File: src/design/pirl_pkg.sv
// Shared types and constants for the positional insert/remove list.
// Used by the channel interfaces, the cell, the controller and the top level.
package pirl_pkg;

  localparam int unsigned OPC_W     = 2;
  localparam int unsigned POS_W     = 7;
  localparam int unsigned KEY_W     = 32;
  localparam int unsigned CNT_W     = 7;
  localparam int unsigned ST_W      = 2;
  localparam int unsigned DEPTH_DEF = 64;

  localparam logic [OPC_W-1:0] OP_INSERT  = 2'd0;
  localparam logic [OPC_W-1:0] OP_REMOVE  = 2'd1;
  localparam logic [OPC_W-1:0] OP_INSPECT = 2'd2;

  localparam logic [ST_W-1:0] ST_OK    = 2'd0;
  localparam logic [ST_W-1:0] ST_FULL  = 2'd1;
  localparam logic [ST_W-1:0] ST_RANGE = 2'd2;

  typedef logic signed [KEY_W-1:0] key_t;

  // Command broadcast to every cell of the chain.
  typedef struct packed {
    logic             ins_en;
    logic             rem_en;
    logic [POS_W-1:0] pos;
    key_t             key;
  } cmd_t;

  typedef struct packed {
    key_t             key_out;
    logic [POS_W-1:0] position_out;
    logic [CNT_W-1:0] count;
    logic             is_empty;
    logic [ST_W-1:0]  status;
  } res_t;

endpackage

File: src/design/pirl_cell.sv
// One storage cell of the list chain: holds a key and shifts, loads or holds.
// Depends on pirl_pkg for the command type.
module pirl_cell #(
  parameter int unsigned IDX = 0,
  parameter int unsigned AW  = 8
) (
  input  logic           clk,
  input  pirl_pkg::cmd_t cmd,
  input  pirl_pkg::key_t left_key,
  input  pirl_pkg::key_t right_key,
  output pirl_pkg::key_t key_q,
  output pirl_pkg::key_t hit_key
);
  import pirl_pkg::*;

  localparam logic [AW-1:0] MyIdx = AW'(IDX);

  key_t          key_r;
  key_t          key_nxt;
  logic [AW-1:0] posx;

  assign posx = AW'(cmd.pos);

  always_comb begin
    key_nxt = key_r;
    if (cmd.ins_en && (MyIdx > posx)) begin
      key_nxt = left_key;
    end else if (cmd.ins_en && (MyIdx == posx)) begin
      key_nxt = cmd.key;
    end else if (cmd.rem_en && (MyIdx >= posx)) begin
      key_nxt = right_key;
    end
  end

  always_ff @(posedge clk) begin
    key_r <= key_nxt;
  end

  assign key_q   = key_r;
  assign hit_key = (MyIdx == posx) ? key_r : '0;

endmodule

File: config.mk
export PLATFORM = sky130hd
export DESIGN_NAME = pirl_cell
export DESIGN_NICKNAME = d
export VERILOG_FILES = /design/src/design/pirl_pkg.sv /design/src/design/pirl_cell.sv
export SDC_FILE = /design/constraint.sdc
export NUM_CORES = 1
export LEC_CHECK = 0
export ABC_AREA = 1
export BUFFER_PORTS_ARGS = -buffer_cell sky130_fd_sc_hd__buf_2
export CORE_ASPECT_RATIO = 1.1
export CORE_UTILIZATION = 40
export CTS_CLUSTER_SIZE = 8
export DETAILED_ROUTE_END_ITERATION = 6
export GPL_TIMING_DRIVEN = 0
export PLACE_DENSITY = 0.86
export SLEW_MARGIN = 25
export SYNTH_ARGS = -nofsm -noshare
export SYNTH_HDL_FRONTEND = slang
export SYNTH_SLANG_ARGS = --single-unit
File: constraint.sdc
create_clock -name clk -period 3.15 [get_ports clk]
set_clock_uncertainty 0.1 [all_clocks]
set_input_delay 0.1575 -clock clk [delete_from_list [all_inputs] [get_ports clk]]
set_output_delay 0.1575 -clock clk [all_outputs]
set_load 0.005 [all_outputs]
Word-level counts from Yosys, hierarchy flattened

Cells that the tools add are included.

Register bits after elaboration: 32
Output and inout bits: 64
Word-level logic and storage cells: 12

Magnitude comparators: 2
Muxes and demuxes: 4
Reduce and logical (&&, ||, !) cells: 5

Operators with widths:

| operator             | count |
|---|---|
| $mux W32             | 4 |
| $logic_not A8 Y1     | 1 |
| $ge A1 B7 Y1 const A | 1 |
| $gt A1 B7 Y1 const A | 1 |
| $logic_and A1 B1 Y1  | 3 |
| $reduce_bool A3 Y1   | 1 |

Longest topological paths before layout

Depth in word-level cells: 5
Mapped depth: 7
Depth with buffers taken out: 6

Least setup slack after synthesis

Ideal clock, no wire load.

Kind: in2reg
From: in cmd[33] (netlist bit)
To: reg key_r[0] (netlist: key_q[0]), enable pin
Arrival: 1.416 ns
Required time: 2.660 ns
Path slack: 1.244 ns
Stages on the path: 6
Buffers on the path: 1
Cells stage by stage: inv_1 -> nand3_2 -> nor2_8 -> buf_6 -> nand2_1 -> nand2_1

Longest elaborated chain between the ends: 3
Elaborated cells on any way between the ends: 7
Those cells by class: order compare: 2; reduce/logical: 5

Ends and longest elaborated chain:

| what                                       | line                                              | source |
|---|---|---|
| start, declared                            | pirl_cell.sv:8                                    | `input pirl_pkg::cmd_t cmd,` |
| $gt A1 B7 Y1, or another cell as far along | pirl_cell.sv:26                                   | `if (cmd.ins_en && (MyIdx > posx)) begin` |
| $logic_and A1 B1 Y1 (on tied branches)     | pirl_cell.sv:26, pirl_cell.sv:28, pirl_cell.sv:30 |  |
| $reduce_bool A3 Y1 (no source line) *      | -                                                 |  |
| end signal, assigned                       | pirl_cell.sv:36                                   | `key_r <= key_nxt;` |
| end, declared                              | pirl_cell.sv:18                                   | `key_t key_r;` |

Every way passes the cells marked *; elsewhere a longest branch is shown, timed or not.
A chain may end at the register's enable or synchronous reset.

Final worst setup path

From: in cmd[33] (netlist bit)
To: reg key_r[20] (netlist: key_q[20]), enable pin

Same word-level chain as after synthesis.

==> results.txt <==
outcome - finished clean
Synth Warn # - 0
share of cells above drive strength 1 - 49.1%
CP cell instances - buf_2 -> inv_1 -> nand3_2 -> nor2_8 -> buf_6 -> nand2_1 -> nand2_2
clock tree buffer depth - 2
mux cell area share after synthesis - 0%
slowest CP cell - nand2_2
top cell type by total area after synthesis - edfxtp_1
post-synthesis compound-gate area fraction - 0%
f_max - 590 MHz
htree depth - 2
TritonCTS clock tree - yes
first-pass GRT wire length - 7490 µm
vias in the first global route - 1689
DIE WIDTH - 66.2 µm
Antenna Cells - 0
Max-cap violations - 0
Fin. Hold Viols - 0
Hold WS - 0.0439 ns
Die ar. - 4800 µm²
chip height - 72.6 µm
Post-Synth Adder-Cell Area - 0%
CP endpoint kind - flip-flop
register area - 961 µm²
Worst-Margin Slew - 0.753 ns
Tcrit/Tclk final - 53.8%
PD cells - 326 nW/µm²
Lkg Pwr - 1.35 nW
total grt overflow - 0
Post-Syn Area per Cell - 9.29 µm²
Slew headroom - 49.6%
initial antenna violation count - 0
cell family with most CP delay - simple AND/OR/NAND/NOR gates
clock-pin transition on the worst setup and hold timing paths - 0.06 ns
CP peak stage delay - 0.55 ns
Port Buffer Count - 136
worst min-delay path category - input pin to flip-flop
GPL Wtd Cong - 0.867
DRC viols - 0
VDD IR-drop max - 0.198 mV
hold-fix buffers at CTS - 0
worst-path fanout max - 32
Slew Limit Fails - 0
post-synth top area share - 53.0%
DR vias/cell - 4.81
register area share after synthesis - 53.0%
WP depth - 7
Netlist cell types - 14
CP Launch Point - cmd[33]
Total GRT Usage - 21.0%
hold path startpoint - right_key[24]
max FFs per register - 32
arrival time at the worst endpoint - 1.50 ns
worst setup path class - input pin to flip-flop
post-synthesis register bit count - 32
number of DRC markers in iteration 0 - 88
CP Launch Type - input pin
Synth Net Count - 301
core box area - 4320 µm²
fraction of the mapped netlist area in simple logic gates - 40.3%
dominant cells by area after synthesis - edfxtp_1, nand2_1, nor3b_1
fillers - 392
CTS buffer count - 5
Resize count post-CTS - 0
largest net degree at the start of global routing - 33
NumNets Final - 444
CTS sink count - 32
Synth Area in XOR/XNOR - 0%
Hold Crit Depth - 3
Layout area overhead - 45.7%
post-route ant nets - 0
placed wire-length estimate - 3780 µm
drt pass-1 iters - 4
Ports - 170
Routed WL - 4890 µm
Synth Cell Area - 1810 µm²
Wirelength per Cell - 12.5 µm
min Tclk post-route - 1.69 ns
largest family of logic cells by synthesized area - simple AND/OR/NAND/NOR gates
initial cell density of the core - 42.0%
area of the multi-input gates - 733 µm²
Setup-failing EPs final - 0
Clock Tree Root - clkbuf_8
vias - 1884
Buf/Inv on CP - 3
# rows - 25
Setup Fix Bufs, Post-CTS - 0
synthesized instance count - 195
unrepaired setup endpoints after global routing - no
final setup TNS - 0 ns
Worst Path Required - 2.96 ns
==> tightest hold or removal path, cell delays in order <==
cell     delay [ns]
buf_2          0.07
nand2_1        0.04
nand2_1        0.04
==> final cells by class <==
class	instances	share of cell area, %
Sequential cell	32	36.4
Inverter	6	0.853
Timing Repair Buffer	136	25.8
Clock buffer	6	2.75
Tap cell	54	2.56
Clock inverter	1	0.190
Multi-Input combinational cell	141	27.8
Buffer	16	3.70
==> where the power goes <==
part           switching, mW  total (mW)  internal, mW
combinational         0.0490      0.0984        0.0495
clock                  0.140       0.290         0.150
sequential           0.00126       0.473         0.472
==> per-layer routing <==
metal | vias up | GRT usage (%) | routed length (µm)
met3 | 5 | 4.84 | 321
met4 | 0 | 8.04 | 59
met1 | 843 | 23.6 | 2020
met5 | - | 0 | 0
met2 | 87 | 38.0 | 2500
li1 | 949 | - | -
==> stage by stage <==
| stage | std cells | cell area [µm²] | util, % | power, mW | setup slack, ns |
|---|---|---|---|---|---|
| 6_report | 392 | 2640 | 61.2 | 0.862 | 1.46 |
| 2_1_floorplan | 195 | 1810 | - | 0.523 | 1.24 |
| 4_1_cts | 392 | 2640 | 61.2 | 0.872 | 1.44 |
| 3_5_place_dp | 385 | 2560 | 59.4 | 0.581 | 1.14 |
| 3_3_place_gp | 385 | 2560 | 59.3 | 0.578 | 0.758 |
| 5_1_grt | 392 | 2640 | 61.2 | 0.900 | 1.32 |
==> path summary, 6_finish.rpt <==
path  slack (ns)   endpoint
min         0.04  key_q[24]
max         1.46  key_q[20]
==> cell usage in the layout (no fill, tap or decap) <==
cell / netlist / routed
inv_1: 4 / 4
nand3_1: 32 / 32
nor2_2: 2 / 2
buf_2: 12 / 148
nand2_1: 69 / 68
buf_6: 3 / 3
edfxtp_1: 32 / 32
inv_2: 2 / 2
clkbuf_8: 0 / 5
clkbuf_1: 1 / 2
clkinv_2: 0 / 1
nor3b_1: 32 / 32
nand3_2: 2 / 2
nand2_2: 0 / 1
nand2_4: 1 / 1
nor2_1: 2 / 2
nor2_8: 1 / 1
==> logic make-up after synthesis <==
logic type    count (synthesis)
simple gates                141
flops                        32
buf+inv                      22
==> cell usage after synthesis (all sizes together) <==
cell type,n
nand3,34
clkbuf,1
nor3b,32
buf,15
edfxtp,32
nand2,70
nor2,5
inv,6
Power figures use the tool's default switching activity.
