===== config.mk =====
export PLATFORM = sky130hd
export DESIGN_NAME = pirl_ctrl
export DESIGN_NICKNAME = d
export VERILOG_FILES = /design/src/design/pirl_pkg.sv /design/src/design/pirl_ctrl.sv
export SDC_FILE = /design/constraint.sdc
export NUM_CORES = 1
export LEC_CHECK = 0
export BUFFER_PORTS_ARGS = -buffer_cell sky130_fd_sc_hd__buf_2
export CORE_MARGIN = 4
export CORE_UTILIZATION = 31
export DETAILED_ROUTE_END_ITERATION = 6
export MAX_ROUTING_LAYER = met4
export PLACE_DENSITY = 0.8
export SLEW_MARGIN = 20
export SYNTH_ARGS = -nofsm -noshare
export SYNTH_HDL_FRONTEND = slang
export SYNTH_SLANG_ARGS = --single-unit

===== constraint.sdc =====
create_clock -name vclk -period 2.3
set_input_delay 0.115 -clock vclk [all_inputs]
set_output_delay 0.115 -clock vclk [all_outputs]
set_load 0.02 [all_outputs]

===== src/design/pirl_pkg.sv =====
// Shared types and constants for the positional insert/remove list.
// Used by the channel interfaces, the cell, the controller and the top level.
package pirl_pkg;

  localparam int unsigned OPC_W     = 2;
  localparam int unsigned POS_W     = 7;
  localparam int unsigned KEY_W     = 32;
  localparam int unsigned CNT_W     = 7;
  localparam int unsigned ST_W      = 2;
  localparam int unsigned DEPTH_DEF = 64;

  localparam logic [OPC_W-1:0] OP_INSERT  = 2'd0;
  localparam logic [OPC_W-1:0] OP_REMOVE  = 2'd1;
  localparam logic [OPC_W-1:0] OP_INSPECT = 2'd2;

  localparam logic [ST_W-1:0] ST_OK    = 2'd0;
  localparam logic [ST_W-1:0] ST_FULL  = 2'd1;
  localparam logic [ST_W-1:0] ST_RANGE = 2'd2;

  typedef logic signed [KEY_W-1:0] key_t;

  // Command broadcast to every cell of the chain.
  typedef struct packed {
    logic             ins_en;
    logic             rem_en;
    logic [POS_W-1:0] pos;
    key_t             key;
  } cmd_t;

  typedef struct packed {
    key_t             key_out;
    logic [POS_W-1:0] position_out;
    logic [CNT_W-1:0] count;
    logic             is_empty;
    logic [ST_W-1:0]  status;
  } res_t;

endpackage


===== src/design/pirl_ctrl.sv =====
// Request decoder: checks bounds, forms the cell command and the result beat.
// Depends on pirl_pkg for codes, command and result types.
module pirl_ctrl #(
  parameter int unsigned DEPTH = pirl_pkg::DEPTH_DEF,
  parameter int unsigned CW    = 7,
  parameter int unsigned AW    = 8
) (
  input  logic                       go,
  input  logic [pirl_pkg::OPC_W-1:0] opcode,
  input  logic [pirl_pkg::POS_W-1:0] position,
  input  pirl_pkg::key_t             key_in,
  input  logic [CW-1:0]              count_r,
  input  pirl_pkg::key_t             rd_key,
  output logic [CW-1:0]              count_nxt,
  output pirl_pkg::cmd_t             cmd,
  output pirl_pkg::res_t             res
);
  import pirl_pkg::*;

  localparam logic [CW-1:0] Full = CW'(DEPTH);

  logic [AW-1:0] posx;
  logic [AW-1:0] cntx;
  logic          ins_ok;
  logic          rem_ok;

  assign posx = AW'(position);
  assign cntx = AW'(count_r);

  always_comb begin
    ins_ok           = 1'b0;
    rem_ok           = 1'b0;
    count_nxt        = count_r;
    res.key_out      = '0;
    res.position_out = '0;
    res.status       = ST_OK;
    case (opcode)
      OP_INSERT: begin
        if (count_r == Full) begin
          res.status = ST_FULL;
        end else if (posx > cntx) begin
          res.status = ST_RANGE;
        end else begin
          ins_ok           = 1'b1;
          count_nxt        = count_r + CW'(1);
          res.position_out = position;
        end
      end
      OP_REMOVE: begin
        if (posx >= cntx) begin
          res.status = ST_RANGE;
        end else begin
          rem_ok           = 1'b1;
          count_nxt        = count_r - CW'(1);
          res.position_out = position;
        end
      end
      OP_INSPECT: begin
        if (posx >= cntx) begin
          res.status = ST_RANGE;
        end else begin
          res.key_out = rd_key;
        end
      end
      default: begin
      end
    endcase
    res.count    = CNT_W'(count_nxt);
    res.is_empty = (count_nxt == '0);
  end

  assign cmd.ins_en = go && ins_ok;
  assign cmd.rem_en = go && rem_ok;
  assign cmd.pos    = position;
  assign cmd.key    = key_in;

endmodule


==> After elaboration in Yosys (flattened, before gate mapping) <==
Cells that the tools add are included.
{ "op_classes": {"addsub": 2, "n_lt_le_gt_ge": 2, "eq_ne": 3, "n_mux": 19, "n_reduce_logical": 5} }
{ "op_table": {"columns": ["operator", "n"], "rows": [
  ["32-bit 2-to-1 mux", 2],
  ["7-bit 2-to-1 mux", 6],
  ["7-bit case mux with 2 select lines", 2],
  ["7-bit by 1-bit adder with 7-bit output (second input constant)", 1],
  ["7-bit == test (second input constant)", 1],
  ["7-bit greater-or-equal comparator", 1],
  ["7-bit greater-than comparator", 1],
  ["7-bit logical NOT", 1],
  ["7-bit by 1-bit subtractor with 7-bit output (second input constant)", 1],
  ["2-bit 2-to-1 mux", 3],
  ["1-bit 2-to-1 mux", 5],
  ["2-bit case mux with 2 select lines", 1],
  ["2-bit by 1-bit == test with 1-bit output (second input constant)", 1],
  ["2-bit == test (second input constant)", 1],
  ["1-bit logical AND", 2],
  ["2-bit logical NOT", 1],
  ["2-bit OR reduction", 1]
]} }
{ "totals": {"register_bits": 0, "in_bits": 81, "wordCells": 31} }

==> Depth between registers and ports, before layout <==
{ "logic_depth": {"depth_word": 5, "mapped_depth": 11, "depth_no_buf": 9} }

==> Worst setup path after synthesis <==
OpenSTA, ideal clock, no wires.
{ "synth_timing": {"kind": "input -> output", "from": "input port count_r[2]", "to": "output port res[2] in the netlist's numbering", "arrival_time_ns": 2.521, "path_slack_ns": -0.336, "cell_stages": 10, "cell_sequence": "buf_2 -> inv_1 -> ha_1 -> a21oi_2 -> o21ai_1 -> a211oi_2 -> mux2i_1 -> a221o_1 -> a2111o_1 -> nor4_2"} }
{ "synth_lines": {"columns": ["element", "line_no", "rtl"], "rows": [
  ["start: declaration", "pirl_ctrl.sv:12", "input logic [CW-1:0] count_r,"],
  ["end: declaration", "pirl_ctrl.sv:16", "output pirl_pkg::res_t res"]
]} }

==> impl_metrics.sql <==
INSERT INTO impl_metrics (metric_group, metric, value, unit) VALUES
('final_layout', 'sequential_cell_total', '0', ''),
('sta', 'finalHoldViolations', '0', ''),
('power_and_ir_drop', 'clock_network_power_share', '0', '%'),
('synthesis', 'syn_nets', '315', ''),
('critical_path', 'worst-endpoint-arrival', '2.32', 'ns'),
('synthesis', 'synth.area.top_cells', 'sky130_fd_sc_hd__buf_4, sky130_fd_sc_hd__and3_1, sky130_fd_sc_hd__ha_1, sky130_fd_sc_hd__inv_1, sky130_fd_sc_hd__nand2_1', ''),
('critical_path', 'worst_path_most_repeated_cell', 'sky130_fd_sc_hd__buf_4', ''),
('synthesis', 'mappedNetlistArea', '1470', 'um2'),
('critical_path', 'critPathTopFamily', 'compound AO/OA/AOI/OAI gates', ''),
('drt', 'dr.first_iter.drc_count', '168', ''),
('final_layout', 'post-route-cell-area', '2370', 'um2'),
('sta', 'drv_slew', '0', ''),
('drt', 'routed_wirelength', '5.79', 'mm'),
('drt', 'vias_per_cell', '5.12', ''),
('grt', 'first_pass_grt_wire_length', '8.78', 'mm'),
('critical_path', 'logic_depth_of_the_worst_path_buffers_included', '13', ''),
('critical_path', 'criticalPathCategory', 'primary input to primary output', ''),
('grt', 'global_route.usage.total', '17.8', '%'),
('synthesis', 'ys_seq_area_share', '0', '%'),
('critical_path', 'cp_max_fo', '4', ''),
('sta', 'final.setup.worst_slack', '-0.133', 'ns'),
('grt', 'initial_antenna_violation_count', '0', ''),
('synthesis', 'xor_and_xnor_area_share_after_synthesis', '1.19', '%'),
('critical_path', 'buf_inv_stages_crit_path', '5', ''),
('synthesis', 'synth_top_area_cell', 'sky130_fd_sc_hd__buf_4', ''),
('sta', 'fin_crit', '2.43', 'ns'),
('drt', 'antenna_violating_nets_post_route', '0', ''),
('drt', 'drtPass1Iterations', '4', ''),
('sta', 'rsz0062_at_grt', 'yes', ''),
('die', 'core_area', '4470', 'um2'),
('grt', 'first_global_vias', '1787', ''),
('run', 'maxCapViolations', '0', ''),
('grt', 'grt-ovfl-total', '0', ''),
('grt', 'maximum_number_of_pins_on_one_net_before_global_route_repair', '36', ''),
('place', 'port_buffers', '114', ''),
('synthesis', 'yosys_warnings', '0', ''),
('outcome', 'outcome', 'finished with violations', ''),
('sta', 'finalSetupViolCount', '1', ''),
('die', 'start_util', '32.9', '%'),
('synthesis', 'post_synth_fa_ha_maj_area_fraction', '11.0', '%'),
('drt', 'wire_per_inst', '15.7', 'um'),
('sta', 'final_min_period_over_clock_period', '106', '%'),
('die', 'die_ht', '77.0', 'um'),
('critical_path', 'startpoint_type', 'primary input', ''),
('die', 'num_io_pins', '178', ''),
('power_and_ir_drop', 'pwr-share-comb', '100.0', '%'),
('place', 'hpwl_after_dpl', '4.52', 'mm'),
('final_layout', 'total_of_fill_cells_in_the_finished_design', '419', ''),
('critical_path', 'end_kind', 'primary output', ''),
('final_layout', 'multi_input_area', '1280', 'um2'),
('synthesis', 'synth_top_family_by_area', 'simple AND/OR/NAND/NOR gates', ''),
('die', 'die-area', '5920', 'um2'),
('critical_path', 'worst_path_largest_cell_delay', '0.34', 'ns'),
('synthesis', 'synth_area_per_cell', '6.67', 'um2'),
('power_and_ir_drop', 'vdd.ir_drop.worst', '0.0906', 'mV'),
('critical_path', 'critPathRequiredTime', '2.18', 'ns'),
('sta', 'tightestPinTransition', '0.736', 'ns'),
('outcome', 'violations_in_the_final_reports', 'setup timing', ''),
('critical_path', 'cp_slowest_cell', 'sky130_fd_sc_hd__a2111o_1', ''),
('final_layout', 'area.sequential', '0', 'um2'),
('place', 'gp_congestion', '0.864', ''),
('final_layout', 'nClkBuffers', '0', ''),
('synthesis', 'area_share_of_and_or_nand_nor_cells_after_synthesis', '34.5', '%'),
('power_and_ir_drop', 'pwr_density_cell', '251', 'nW/um2'),
('clocking', 'holdBufCountCts', '0', ''),
('synthesis', 'synthesis.instances', '221', ''),
('synthesis', 'synth_compound_gate_area_share', '20.5', '%'),
('power_and_ir_drop', 'finalPower', '0.000594', 'W'),
('final_layout', 'syn_to_final_growth', '60.6', '%'),
('min_path', 'hold_path_class', 'primary input to primary output', ''),
('power_and_ir_drop', 'p_leak', '1.32', 'nW');
==> power groups by stage <==
stage          clock [W]  combinational [W]  sequential, W
2_1_floorplan          0           0.000400              0
3_3_place_gp           0           0.000491              0
3_5_place_dp           0           0.000498              0
4_1_cts                0           0.000550              0
5_1_grt                0           0.000638              0
6_report               0           0.000594              0
==> area by class of cell <==
class	count	share of cell area (%)
Multi-Input combinational cell	147	54.3
Timing Repair Buffer	156	40.0
Inverter	14	2.96
Tap cell	52	2.75
==> logic make-up (layout without fill, tap and decap cells) <==
kind of cell | Yosys count | in the layout
simple gates | 89 | 89
buf+inv | 74 | 170
compound gates | 41 | 41
fa+ha+maj | 13 | 13
xor+xnor | 2 | 2
mux | 2 | 2
==> layer usage <==
| layer | track usage [%] | vias to the layer above | share of wire, % |
|---|---|---|---|
| met4 | 1.99 | 0 | 0.83 |
| met3 | 2.22 | 8 | 7.4 |
| li1 | - | 929 | - |
| met1 | 19.2 | 860 | 37 |
| met5 | - | - | 0 |
| met2 | 35.2 | 94 | 55 |
==> metrics by stage <==
step / TNS (ns) / setup slack [ns] / util, % / hold WS [ns] / std cells
floorplan: -0.0654 / -0.0654 / - / 0.343 / 221
global placement: -0.155 / -0.146 / 45.3 / 0.230 / 362
detailed placement: -0.320 / -0.245 / 45.3 / 0.230 / 362
CTS: -0.0115 / -0.0115 / 49.3 / 0.230 / 365
global route: -0.317 / -0.248 / 52.9 / 0.230 / 369
finish: -0.133 / -0.133 / 52.9 / 0.230 / 369
==> how the worst min path moves through the flow <==
stage	start	to	slack, ns	depth (start not counted)
after floorplan	key_in[0]	cmd[0]	0.34	1
after global placement	key_in[13]	cmd[13]	0.23	0
after detailed placement	key_in[13]	cmd[13]	0.23	0
after CTS	key_in[13]	cmd[13]	0.23	0
after global routing	key_in[19]	cmd[19]	0.23	0
final	key_in[11]	cmd[11]	0.23	0
==> synthesized netlist by cell type, types with 2 or more instances <==
library cell,count
sky130_fd_sc_hd__a21oi_1,8
sky130_fd_sc_hd__a21oi_2,4
sky130_fd_sc_hd__a22oi_1,2
sky130_fd_sc_hd__a311o_1,2
sky130_fd_sc_hd__a31oi_1,3
sky130_fd_sc_hd__and2_1,7
sky130_fd_sc_hd__and3_1,36
sky130_fd_sc_hd__buf_2,4
sky130_fd_sc_hd__buf_4,46
sky130_fd_sc_hd__clkbuf_1,9
sky130_fd_sc_hd__ha_1,13
sky130_fd_sc_hd__inv_1,14
sky130_fd_sc_hd__mux2i_1,2
sky130_fd_sc_hd__nand2_1,13
sky130_fd_sc_hd__nand3_1,6
sky130_fd_sc_hd__nand4_1,3
sky130_fd_sc_hd__nor2_1,10
sky130_fd_sc_hd__nor3_1,6
sky130_fd_sc_hd__o21ai_0,4
sky130_fd_sc_hd__o21ai_1,2
sky130_fd_sc_hd__o221ai_1,2
sky130_fd_sc_hd__o31ai_1,2
sky130_fd_sc_hd__xnor2_1,2
==> timing repair <==
action / 4_1_cts / 5_1_grt
resized for setup: 31 / 31
setup endpoints to repair: 5 / 9
setup buffers: 3 / 4
pin swaps: 10 / 18
No activity file was read; power rests on OpenSTA's default activity.
